File: src/hdl/three_wire_thermometer_master_defines.svh
// Assertion helpers for the three-wire thermometer master
`ifndef THREE_WIRE_THERMOMETER_MASTER_DEFINES_SVH
`define THREE_WIRE_THERMOMETER_MASTER_DEFINES_SVH

`ifndef SYNTHESIS
`define TWTM_ASSERT_SAME(label, clk, rst_n, ante, cons) \
    label: assert property (@(posedge clk) disable iff (!rst_n) (ante) |-> (cons)) \
        else $error("assertion failed");
`define TWTM_ASSERT_NEXT(label, clk, rst_n, ante, cons) \
    label: assert property (@(posedge clk) disable iff (!rst_n) (ante) |=> (cons)) \
        else $error("assertion failed");
`else
`define TWTM_ASSERT_SAME(label, clk, rst_n, ante, cons)
`define TWTM_ASSERT_NEXT(label, clk, rst_n, ante, cons)
`endif

`endif

File: src/hdl/twtm_pkg.sv
package twtm_pkg;

    localparam int CFG_W     = 16;
    localparam int CFG_IDX_W = 3;
    localparam int READ_BITS = 9;
    localparam int TEMP_W    = 9;

    typedef struct packed {
        logic       action;
        logic [2:0] device_id;
        logic [7:0] command_byte;
        logic [7:0] data_byte;
        logic       send_data;
        logic       read_result;
        logic       dq_in;
    } t_in_item;

    typedef struct packed {
        logic              clock_out;
        logic              dq_out;
        logic              dq_drive;
        logic [2:0]        select_out;
        logic              busy_res;
        logic              done_res;
        logic [TEMP_W-1:0] temperature;
    } t_out_item;

endpackage

File: src/hdl/twtm_stream_if.sv
interface twtm_stream_if #(
    parameter type t_payload = logic
);
    logic     valid;
    logic     ready;
    t_payload payload;

    modport source (output valid, output payload, input ready);
    modport sink   (input valid, input payload, output ready);
endinterface

File: src/hdl/three_wire_thermometer_master.sv
// Each result is registered in the result register, or the skid register on a stall.
// Throughput: one item per cycle while the skid register is empty; the phase step is a
// single pass between the state and result registers, with a two-deep output buffer.
// Reset (synchronous, active low): phase idle, counters and shift registers cleared,
// timing registers back to 10/10/30/5/10/1000/30000, output buffer empty.
`include "three_wire_thermometer_master_defines.svh"

module three_wire_thermometer_master (
    input  logic                               i_clk,
    input  logic                               i_rst_n,
    input  logic                               i_cfg_we,
    input  logic [twtm_pkg::CFG_IDX_W-1:0]     i_cfg_idx,
    input  logic [twtm_pkg::CFG_W-1:0]         i_cfg_data,
    twtm_stream_if.sink                        i_item,
    twtm_stream_if.source                      o_res
);
    import twtm_pkg::*;

    typedef enum logic [3:0] {
        PH_IDLE    = 4'd0,
        PH_SETTLE  = 4'd1,
        PH_WLOW    = 4'd2,
        PH_WHIGH   = 4'd3,
        PH_TAIL    = 4'd4,
        PH_RELEASE = 4'd5,
        PH_RLOW    = 4'd6,
        PH_RWAIT   = 4'd7,
        PH_RHIGH   = 4'd8,
        PH_HOLD    = 4'd9
    } t_phase;

    typedef enum logic [1:0] {
        MODE_CMD      = 2'd0,
        MODE_CMD_DATA = 2'd1,
        MODE_READ     = 2'd2,
        MODE_DATA     = 2'd3
    } t_mode;

    localparam logic [CFG_IDX_W-1:0] REG_SETTLE    = 3'd0;
    localparam logic [CFG_IDX_W-1:0] REG_WLOW      = 3'd1;
    localparam logic [CFG_IDX_W-1:0] REG_WHIGH     = 3'd2;
    localparam logic [CFG_IDX_W-1:0] REG_RSAMPLE   = 3'd3;
    localparam logic [CFG_IDX_W-1:0] REG_RHIGH     = 3'd4;
    localparam logic [CFG_IDX_W-1:0] REG_HOLD_READ = 3'd5;
    localparam logic [CFG_IDX_W-1:0] REG_HOLD_DATA = 3'd6;

    localparam logic [3:0] LAST_READ_BIT  = 4'(READ_BITS - 1);
    localparam logic [3:0] LAST_WRITE_BIT = 4'd7;
    localparam logic [3:0] KEPT_BITS      = 4'(TEMP_W);

    // timing registers
    logic [CFG_W-1:0] r_settle, r_wlow, r_whigh, r_rsample, r_rhigh, r_hold_read, r_hold_data;

    // sequencer state
    t_phase            r_phase, n_phase;
    t_mode             r_mode, n_mode;
    logic [CFG_W-1:0]  r_tc, n_tc;
    logic [3:0]        r_bit, n_bit;
    logic [7:0]        r_out_shift, n_out_shift;
    logic [7:0]        r_pending, n_pending;
    logic [TEMP_W-1:0] r_read_shift, n_read_shift;
    logic [TEMP_W-1:0] r_reading, n_reading;
    logic [2:0]        r_device, n_device;
    logic [CFG_W-1:0]  r_hold_len, n_hold_len;

    // output buffer
    logic      r_out_valid, r_skid_valid;
    t_out_item r_out, r_skid;
    t_out_item n_res;

    logic             acc, taken;
    logic             done;
    logic [CFG_W-1:0] len, need, tc_inc;
    logic             fire;
    t_in_item         it;

    assign it     = i_item.payload;
    assign acc    = i_item.valid && i_item.ready;
    assign taken  = o_res.valid && o_res.ready;

    assign i_item.ready = !r_skid_valid;
    assign o_res.valid  = r_out_valid;
    assign o_res.payload = r_out;

    // duration of the timed step in the current phase
    always_comb begin
        case (r_phase)
            PH_SETTLE, PH_TAIL:  len = r_settle;
            PH_WLOW:             len = r_wlow;
            PH_WHIGH:            len = r_whigh;
            PH_RELEASE, PH_RHIGH: len = r_rhigh;
            PH_RLOW, PH_RWAIT:   len = r_rsample;
            PH_HOLD:             len = r_hold_len;
            default:             len = '0;
        endcase
    end

    // a zero-length step still takes one tick
    assign need   = (len == '0) ? CFG_W'(1) : len;
    assign tc_inc = r_tc + CFG_W'(1);
    assign fire   = (tc_inc >= need);

    always_comb begin
        n_phase      = r_phase;
        n_mode       = r_mode;
        n_tc         = r_tc;
        n_bit        = r_bit;
        n_out_shift  = r_out_shift;
        n_pending    = r_pending;
        n_read_shift = r_read_shift;
        n_reading    = r_reading;
        n_device     = r_device;
        n_hold_len   = r_hold_len;
        done         = 1'b0;

        if (it.action) begin
            if (r_phase == PH_IDLE) begin
                n_device    = it.device_id;
                n_out_shift = it.command_byte;
                n_pending   = it.data_byte;
                if (it.send_data) begin
                    n_mode = MODE_CMD_DATA;
                end else if (it.read_result) begin
                    n_mode = MODE_READ;
                end else begin
                    n_mode = MODE_CMD;
                end
                n_bit   = '0;
                n_phase = PH_SETTLE;
                n_tc    = '0;
            end
        end else if (r_phase == PH_IDLE) begin
            n_tc = '0;
        end else begin
            n_tc = fire ? '0 : tc_inc;
            if (fire) begin
                case (r_phase)
                    PH_SETTLE: begin
                        n_bit   = '0;
                        n_phase = PH_WLOW;
                    end
                    PH_WLOW: n_phase = PH_WHIGH;
                    PH_WHIGH: begin
                        if (r_bit < LAST_WRITE_BIT) begin
                            n_bit   = r_bit + 4'd1;
                            n_phase = PH_WLOW;
                        end else begin
                            case (r_mode)
                                MODE_CMD_DATA: begin
                                    n_out_shift = r_pending;
                                    n_mode      = MODE_DATA;
                                    n_bit       = '0;
                                    n_phase     = PH_WLOW;
                                end
                                MODE_READ: begin
                                    n_bit        = '0;
                                    n_read_shift = '0;
                                    n_phase      = PH_RELEASE;
                                end
                                MODE_DATA: begin
                                    if (r_hold_data == '0) begin
                                        n_phase = PH_IDLE;
                                        done    = 1'b1;
                                    end else begin
                                        n_hold_len = r_hold_data;
                                        n_phase    = PH_HOLD;
                                    end
                                end
                                default: n_phase = PH_TAIL;
                            endcase
                        end
                    end
                    PH_TAIL: begin
                        n_phase = PH_IDLE;
                        done    = 1'b1;
                    end
                    PH_RELEASE: n_phase = PH_RLOW;
                    PH_RLOW: begin
                        if (r_bit < KEPT_BITS && it.dq_in) begin
                            n_read_shift[r_bit] = 1'b1;
                        end
                        n_phase = PH_RWAIT;
                    end
                    PH_RWAIT: n_phase = PH_RHIGH;
                    PH_RHIGH: begin
                        if (r_bit >= LAST_READ_BIT) begin
                            n_reading = r_read_shift;
                            if (r_hold_read == '0) begin
                                n_phase = PH_IDLE;
                                done    = 1'b1;
                            end else begin
                                n_hold_len = r_hold_read;
                                n_phase    = PH_HOLD;
                            end
                        end else begin
                            n_bit   = r_bit + 4'd1;
                            n_phase = PH_RLOW;
                        end
                    end
                    PH_HOLD: begin
                        n_phase = PH_IDLE;
                        done    = 1'b1;
                    end
                    default: n_phase = PH_IDLE;
                endcase
            end
        end
    end

    // line levels follow the phase after the step
    always_comb begin
        n_res             = '0;
        n_res.busy_res    = (n_phase != PH_IDLE);
        n_res.done_res    = done;
        n_res.temperature = n_reading;
        case (n_phase)
            PH_SETTLE: begin
                n_res.dq_drive   = 1'b1;
                n_res.select_out = n_device;
            end
            PH_WLOW, PH_WHIGH: begin
                n_res.clock_out  = (n_phase == PH_WHIGH);
                n_res.dq_drive   = 1'b1;
                n_res.dq_out     = n_out_shift[n_bit[2:0]];
                n_res.select_out = n_device;
            end
            PH_TAIL: begin
                n_res.clock_out  = 1'b1;
                n_res.dq_drive   = 1'b1;
                n_res.dq_out     = n_out_shift[7];
                n_res.select_out = n_device;
            end
            PH_RELEASE, PH_RHIGH: begin
                n_res.clock_out  = 1'b1;
                n_res.select_out = n_device;
            end
            PH_RLOW, PH_RWAIT: n_res.select_out = n_device;
            default: ;
        endcase
    end

    always_ff @(posedge i_clk) begin
        if (!i_rst_n) begin
            r_settle    <= CFG_W'(10);
            r_wlow      <= CFG_W'(10);
            r_whigh     <= CFG_W'(30);
            r_rsample   <= CFG_W'(5);
            r_rhigh     <= CFG_W'(10);
            r_hold_read <= CFG_W'(1000);
            r_hold_data <= CFG_W'(30000);
        end else if (i_cfg_we) begin
            case (i_cfg_idx)
                REG_SETTLE:    r_settle    <= i_cfg_data;
                REG_WLOW:      r_wlow      <= i_cfg_data;
                REG_WHIGH:     r_whigh     <= i_cfg_data;
                REG_RSAMPLE:   r_rsample   <= i_cfg_data;
                REG_RHIGH:     r_rhigh     <= i_cfg_data;
                REG_HOLD_READ: r_hold_read <= i_cfg_data;
                REG_HOLD_DATA: r_hold_data <= i_cfg_data;
                default: ;
            endcase
        end
    end

    always_ff @(posedge i_clk) begin
        if (!i_rst_n) begin
            r_phase      <= PH_IDLE;
            r_mode       <= MODE_CMD;
            r_tc         <= '0;
            r_bit        <= '0;
            r_out_shift  <= '0;
            r_pending    <= '0;
            r_read_shift <= '0;
            r_reading    <= '0;
            r_device     <= '0;
            r_hold_len   <= '0;
        end else if (acc) begin
            r_phase      <= n_phase;
            r_mode       <= n_mode;
            r_tc         <= n_tc;
            r_bit        <= n_bit;
            r_out_shift  <= n_out_shift;
            r_pending    <= n_pending;
            r_read_shift <= n_read_shift;
            r_reading    <= n_reading;
            r_device     <= n_device;
            r_hold_len   <= n_hold_len;
        end
    end

    // result register with a skid stage behind it
    always_ff @(posedge i_clk) begin
        if (!i_rst_n) begin
            r_out_valid  <= 1'b0;
            r_skid_valid <= 1'b0;
        end else begin
            if (!r_out_valid || taken) begin
                if (r_skid_valid) begin
                    r_out        <= r_skid;
                    r_out_valid  <= 1'b1;
                    r_skid_valid <= acc;
                    r_skid       <= n_res;
                end else begin
                    r_out_valid <= acc;
                    r_out       <= n_res;
                end
            end else if (acc) begin
                r_skid       <= n_res;
                r_skid_valid <= 1'b1;
            end
        end
    end

    `TWTM_ASSERT_SAME(a_skid_behind_out, i_clk, i_rst_n, r_skid_valid, r_out_valid)
    `TWTM_ASSERT_NEXT(a_start_from_idle, i_clk, i_rst_n,
        acc && it.action && r_phase == PH_IDLE, r_phase == PH_SETTLE)
    `TWTM_ASSERT_SAME(a_hold_nonzero, i_clk, i_rst_n, r_phase == PH_HOLD, r_hold_len != '0)

endmodule
File: src/flat_wrapper.sv
// flat-port wrapper written by rule: the top's interface ports become plain ports
module three_wire_thermometer_master_flat import twtm_pkg::*;
  (i_clk, i_rst_n, i_cfg_we, i_cfg_idx, i_cfg_data, i_item_valid, i_item_payload, i_item_ready, o_res_valid, o_res_payload, o_res_ready);
  twtm_stream_if i_item_i ();
  twtm_stream_if o_res_i ();
  input  logic i_clk;
  input  logic i_rst_n;
  input  logic i_cfg_we;
  input  logic [twtm_pkg::CFG_IDX_W-1:0] i_cfg_idx;
  input  logic [twtm_pkg::CFG_W-1:0] i_cfg_data;
  input wire logic [$bits(i_item_i.valid)-1:0] i_item_valid;
  input wire logic [$bits(i_item_i.payload)-1:0] i_item_payload;
  output wire logic [$bits(i_item_i.ready)-1:0] i_item_ready;
  output wire logic [$bits(o_res_i.valid)-1:0] o_res_valid;
  output wire logic [$bits(o_res_i.payload)-1:0] o_res_payload;
  input wire logic [$bits(o_res_i.ready)-1:0] o_res_ready;
  assign i_item_i.valid = i_item_valid;
  assign i_item_i.payload = i_item_payload;
  assign i_item_ready = i_item_i.ready;
  assign o_res_valid = o_res_i.valid;
  assign o_res_payload = o_res_i.payload;
  assign o_res_i.ready = o_res_ready;
  three_wire_thermometer_master u_core (.i_clk(i_clk), .i_rst_n(i_rst_n), .i_cfg_we(i_cfg_we), .i_cfg_idx(i_cfg_idx), .i_cfg_data(i_cfg_data), .i_item(i_item_i), .o_res(o_res_i));
endmodule
File: config.mk
export PLATFORM = sky130hd
export DESIGN_NAME = three_wire_thermometer_master_flat
export DESIGN_NICKNAME = d
export VERILOG_FILES = /design/src/hdl/twtm_pkg.sv /design/src/hdl/twtm_stream_if.sv /design/src/hdl/three_wire_thermometer_master.sv /design/src/flat_wrapper.sv
export VERILOG_INCLUDE_DIRS = /design/src /design/src/hdl
export SDC_FILE = /design/constraint.sdc
export NUM_CORES = 1
export LEC_CHECK = 0
export BUFFER_PORTS_ARGS = -buffer_cell sky130_fd_sc_hd__buf_2
export CELL_PAD_IN_SITES_DETAIL_PLACEMENT = 0
export CELL_PAD_IN_SITES_GLOBAL_PLACEMENT = 2
export CORE_MARGIN = 2
export CORE_UTILIZATION = 40
export CTS_CLUSTER_DIAMETER = 100
export DETAILED_ROUTE_END_ITERATION = 12
export PLACE_DENSITY_LB_ADDON = 0.2
export SETUP_SLACK_MARGIN = 0.15
export SYNTH_ARGS = -nofsm -noshare
export SYNTH_HDL_FRONTEND = slang
export SYNTH_SLANG_ARGS = --single-unit
File: constraint.sdc
create_clock -name i_clk -period 6.2 [get_ports i_clk]
set_input_delay 0 -clock i_clk [delete_from_list [all_inputs] [get_ports i_clk]]
set_output_delay 0 -clock i_clk [all_outputs]
set_load 0.02 [all_outputs]
# == Word-level counts from Yosys, hierarchy flattened ==
# Index checks and enable logic that the tools add are counted.
# word_totals
register_bits,175
inputBits,25
out_inout_bits,3
word_cells,133
# op_classes
add_sub_neg,2
magnitude_cmp,6
n_eq_ne,28
n_mux,42
bitwise_logic,3
n_reduce_logical,33
# op_table
op,n
16-bit two-way mux,8
16-bit case mux with 6 select lines,1
9-bit two-way mux,7
16-bit zero test,3
4-bit two-way mux,9
16-bit case mux with 2 select lines,1
4-bit case mux with 7 select lines,1
4-bit case mux with 3 select lines,2
9-bit case mux with 2 select lines,1
16-bit by 1-bit adder with 16-bit output (second input constant),1
4-bit by 3-bit == test with 1-bit output (second input constant),4
16-bit greater-or-equal comparator,1
2-bit AND reduction,8
6-bit AND reduction,2
2-bit inequality test (second input constant),5
3-bit == test (second input constant),3
1-bit two-way mux,9
9-bit OR,1
9-bit AND reduction,1
4-bit by 2-bit == test with 1-bit output (second input constant),2
4-bit == test (second input constant),2
2-bit by 1-bit inequality test with 1-bit output (second input constant),4
2-bit OR reduction,4
7-bit AND reduction,1
other kinds (23),33

# == Depth between registers and ports, before layout ==
# depth
word_depth,10
depth_mapped,17
depth_no_buf,13

# == Least setup slack after synthesis ==
# No wires, ideal clock.
# synth_timing
path_kind,reg-to-reg
startpoint,reg u_core.r_phase[0]
endpoint,reg u_core.r_out (netlist bit u_core.o_res.payload) (data pin)
setup_ps,256
t_arrival_ps,3435
required_ps,5944
slack_ps,2509
stages_incl_launch_ff,17
path_buffers,4
synth_period_minus_slack_ps,3691
cell_sequence,dfxtp_1 > buf_2 > buf_6 > clkbuf_1 > mux2i_1 > nor2_1 > a211oi_1 > nand4_1 > o31ai_1 > ha_1 > nand2b_1 > a21oi_1 > o21ai_1 > a221oi_4 > buf_2 > o21ai_1 > o22a_1
# synth_via
elab_chain_len,9
word_cells_on_any_way,21
classes_between,order compare (1); eq/ne (9); mux (6); reduce/logical (5)
# synth_rtl
element,line,text
start: declaration,three_wire_thermometer_master.sv:55,"t_phase r_phase, n_phase;"
start signal: assignment,three_wire_thermometer_master.sv:278,r_phase <= n_phase;
"4-bit by 3-bit == test with 1-bit output, or another cell as far along",three_wire_thermometer_master.sv:87,case (r_phase)
2-bit OR reduction,three_wire_thermometer_master.sv:87,
16-bit case mux with 6 select lines,three_wire_thermometer_master.sv:87,
16-bit zero test,three_wire_thermometer_master.sv:99,assign need = (len == '0) ? CFG_W'(1) : len;
16-bit two-way mux,three_wire_thermometer_master.sv:99,
16-bit greater-or-equal comparator,three_wire_thermometer_master.sv:101,assign fire = (tc_inc >= need);
9-bit two-way mux,three_wire_thermometer_master.sv:136,if (fire) begin
9-bit two-way mux (*),three_wire_thermometer_master.sv:132,end else if (r_phase == PH_IDLE) begin
1-bit two-way mux (*),three_wire_thermometer_master.sv:298,if (r_skid_valid) begin
end signal: assignment,three_wire_thermometer_master.sv:299,r_out <= r_skid;
end signal: assignment,three_wire_thermometer_master.sv:305,r_out <= n_res;
end: declaration,three_wire_thermometer_master.sv:68,"t_out_item r_out, r_skid;"
# Mark *: on every way between the ends. The rest lies on a longest branch, timed or not.
# A chain may end at the register's enable or synchronous reset.

# == Worst setup path after layout ==
# layout_timing
startpoint,reg u_core.r_phase[1]
endpoint,reg u_core.r_hold_len[6]
# layout_via
elab_chain_len,7
word_cells_on_any_way,26
classes_between,order compare (1); eq/ne (14); mux (3); bitwise (1); reduce/logical (7)
# layout_rtl
element,line,text
"4-bit by 3-bit == test with 1-bit output, or another cell as far along",three_wire_thermometer_master.sv:87,
2-bit OR reduction,three_wire_thermometer_master.sv:87,
16-bit case mux with 6 select lines,three_wire_thermometer_master.sv:87,
16-bit zero test,three_wire_thermometer_master.sv:99,
16-bit two-way mux,three_wire_thermometer_master.sv:99,
16-bit greater-or-equal comparator,three_wire_thermometer_master.sv:101,
9-bit AND reduction (no source line),n/a,
end signal: assignment,three_wire_thermometer_master.sv:287,r_hold_len <= n_hold_len;
end: declaration,three_wire_thermometer_master.sv:64,"logic [CFG_W-1:0] r_hold_len, n_hold_len;"
# Parallel ways exist; a longest one is shown, timed or not.

==> flow_summary.ini <==
[status]
status = complete, no violations

[sta]
period_minus_slack_ps = 4620
slew_headroom_pct = 36.9
tns_ps = 0
fin_hold_ws_ps = 63.7
fmax_mhz = 216
fin_crit_sh_pct = 74.6
skew_ps = 9.90
setup_viol = 0
slew_violations = 0
max_slew.worst_pin.slew_ps = 945
rsz0062_at_grt = no
worst_slack_ps = 1580
hold_viol = 0

[synthesis]
seq_area_frac_synth_pct = 39.5
yosysUniqueCellTypes = 68
synth-main-ff-cell = dfxtp_1
synthCells = 980
synthArstFlopShare_pct = 0
yosysMostFrequentCell = nand2_1
yosys_warnings = 0
yosys.area.top_type = dfxtp_1
synth_area_mm2 = 0.00805
synth_top_area_share_pct = 38.8
synth-seq-cells = 158
syn_avg_cell_area_um2 = 8.22
synth_area_leaders = dfxtp_1, nand2_1, a21boi_0, mux2i_1, nand3_1
synth_edf_count = 2
synthesis.nets = 1024
synthTopCellsByCount = nand2_1, dfxtp_1, a21boi_0, nand3_1, clkbuf_1

[clocking]
htree_levels = 4
cts_sinks = 158
cts.clk_slew.worst_paths_ps = 70
cts_tree = built
hold_buffers = 19
cts_buffer_depth = 2
cts_resized = 0
cts_buffers = 17
clockRootBuffer = clkbuf_16
clock_latency_ps = 430
post_cts_buffers = 0

[die]
fp.dieW_um = 146
dieArea_mm2 = 0.0213
initial_core_util_pct = 41.1
core_mm2 = 0.0196
io_pins = 28
die_h_um = 146
rows = 51

[grt]
grt_max_degree = 85
grt_pass1_wl_um = 39600
grt_pass1_vias = 6804
overflow = 0
grt_util_all_layers_pct = 23.7
antenna_found_initial = 0

[power_and_ir_drop]
p_leak_nw = 3.16
p_total_w = 0.00219
ir_worst_vdd_mv = 0.172
power_density_mw_per_mm2 = 240

[placed_design]
dpl.hpwl_um = 17300
port_buffers = 27
place_ws_ps = 1640
place.gp.congestion = 0.869
place_area_mm2 = 0.00835

[routing]
wirelength_um = 25100
antenna_left = 0
wl_per_cell_um = 19.7
via_per_inst = 5.54
drcViolationCount = 0
drtIter0Drc = 533
vias = 7043
drtPass1Iterations = 5

[finish]
antenna_cells = 0
area_growth_pct = 13.1
final_layout_size_suffix_gt1_share_pct = 9.74
num-nets-final = 1037
final_area_mm2 = 0.00911

[worst_hold_path]
holdPathEnd = u_core.r_read_shift[0]$_SDFFE_PN0P_
hp-start = i_item_payload
holdPathStages = 4
hp-class = in2reg

[worst_setup_path]
path_max_fanout = 27
required_ps = 6520
cp-start-kind = register
r2r_end = u_core.r_hold_len[6]$_SDFFE_PN0P_
ff2ff_path_depth = 14
reg2reg_slack_ps = 1580
crit_path_end_kind = register
crit_type = reg2reg
r2r_start = u_core.r_phase[1]$_SDFFE_PN0P_
arrival_ps = 4940

[run]
drv_cap = 0
registers in the layout, summed over array words and instances, names as in the netlist, 4 cells and up:
register and flops:
u_core.r_hold_data 16, u_core.r_hold_len 16, u_core.r_hold_read 16, u_core.r_rhigh 16
u_core.r_rsample 16, u_core.r_settle 16, u_core.r_tc 16, u_core.r_whigh 16
u_core.r_wlow 16, u_core.r_bit 4, u_core.r_phase 4
worst max-delay path by stage:
stage / end / slack, ps / from
floorplan: u_core.o_res.payload$_DFFE_PP_ / 2510 / u_core.r_phase[0]$_SDFFE_PN0P_
global placement: u_core.r_hold_len[1]$_SDFFE_PN0P_ / 1720 / u_core.r_phase[1]$_SDFFE_PN0P_
detailed placement: u_core.r_hold_len[6]$_SDFFE_PN0P_ / 1640 / u_core.r_phase[1]$_SDFFE_PN0P_
CTS: u_core.r_hold_len[6]$_SDFFE_PN0P_ / 1610 / u_core.r_phase[1]$_SDFFE_PN0P_
global route: u_core.r_hold_len[11]$_SDFFE_PN0P_ / 1270 / u_core.r_phase[1]$_SDFFE_PN0P_
finish: u_core.r_hold_len[6]$_SDFFE_PN0P_ / 1580 / u_core.r_phase[1]$_SDFFE_PN0P_
cell families after synthesis:
family / Yosys count / share of synthesized area [%]
AOI/OAI and AO/OA: 224 / 21.6
xor gates and xnor gates: 10 / 1.18
adders and majority gates: 19 / 2.95
buffers and inverters: 72 / 3.92
DFF: 158 / 39.5
muxes: 34 / 4.23
and+or+nand+nor: 463 / 26.6
metal layers:
metal,wire length (um),track usage (%),vias to the layer above
li1,-,-,3496
met1,12200,32.9,3410
met2,11900,39.3,122
met3,831,3.54,15
met4,200,4.56,0
met5,0,0,-
layout by cell type, fill, tap and decap left out, types with 8 or more instances in the layout:
| cell | instances |
|---|---|
| nand2_1 | 265 |
| dfxtp_1 | 154 |
| a21boi_0 | 76 |
| nand3_1 | 58 |
| mux2i_1 | 34 |
| a21oi_1 | 28 |
| nor2_1 | 26 |
| buf_2 | 26 |
| nor2b_1 | 21 |
| ha_1 | 19 |
| dlygate4sd3_1 | 19 |
| a21boi_1 | 17 |
| o221a_1 | 17 |
| clkbuf_16 | 17 |
| nand3b_1 | 16 |
| buf_4 | 14 |
| nor3_1 | 13 |
| o21ai_0 | 11 |
| a22oi_1 | 11 |
| a32oi_1 | 11 |
| nand4_1 | 8 |
| nand2b_1 | 8 |
| and2_1 | 8 |
critical path, stage by stage, from the launching register on:
cell	delay, ps
dfxtp_1	940
or3b_1	430
nor2_1	120
a2111oi_1	590
and4_1	270
nand4_1	110
o31ai_1	300
ha_1	270
nand2b_1	140
a21oi_1	160
o21ai_1	120
a221oi_4	240
buf_4	350
nor2_4	160
o221a_1	270
report_power, final:
group          leakage (nW)  total [W]  switching, W  internal [W]
sequential             1.28    0.00105     0.0000133       0.00104
clock                 0.276    0.00102      0.000462      0.000561
combinational          1.60   0.000117     0.0000745     0.0000424
total                  3.16    0.00219      0.000549       0.00164
final cells by class:
class / count / area, um2
timing repair buffer: 59 / 425
sequential: 158 / 3190
tap: 265 / 332
clock inverter: 14 / 133
inverter: 7 / 26.3
fill: 2018 / 10500
multi-input combinational: 750 / 4580
clock buffer: 18 / 429
metrics by stage:
stage / utilization (%) / instances
after floorplan: - / 980
after global placement: 42.6 / 1220
after detailed placement: 42.6 / 1220
after CTS: 46.5 / 1271
after global routing: 46.5 / 1271
final: 46.5 / 1271
(Power assumes the default switching activity.)
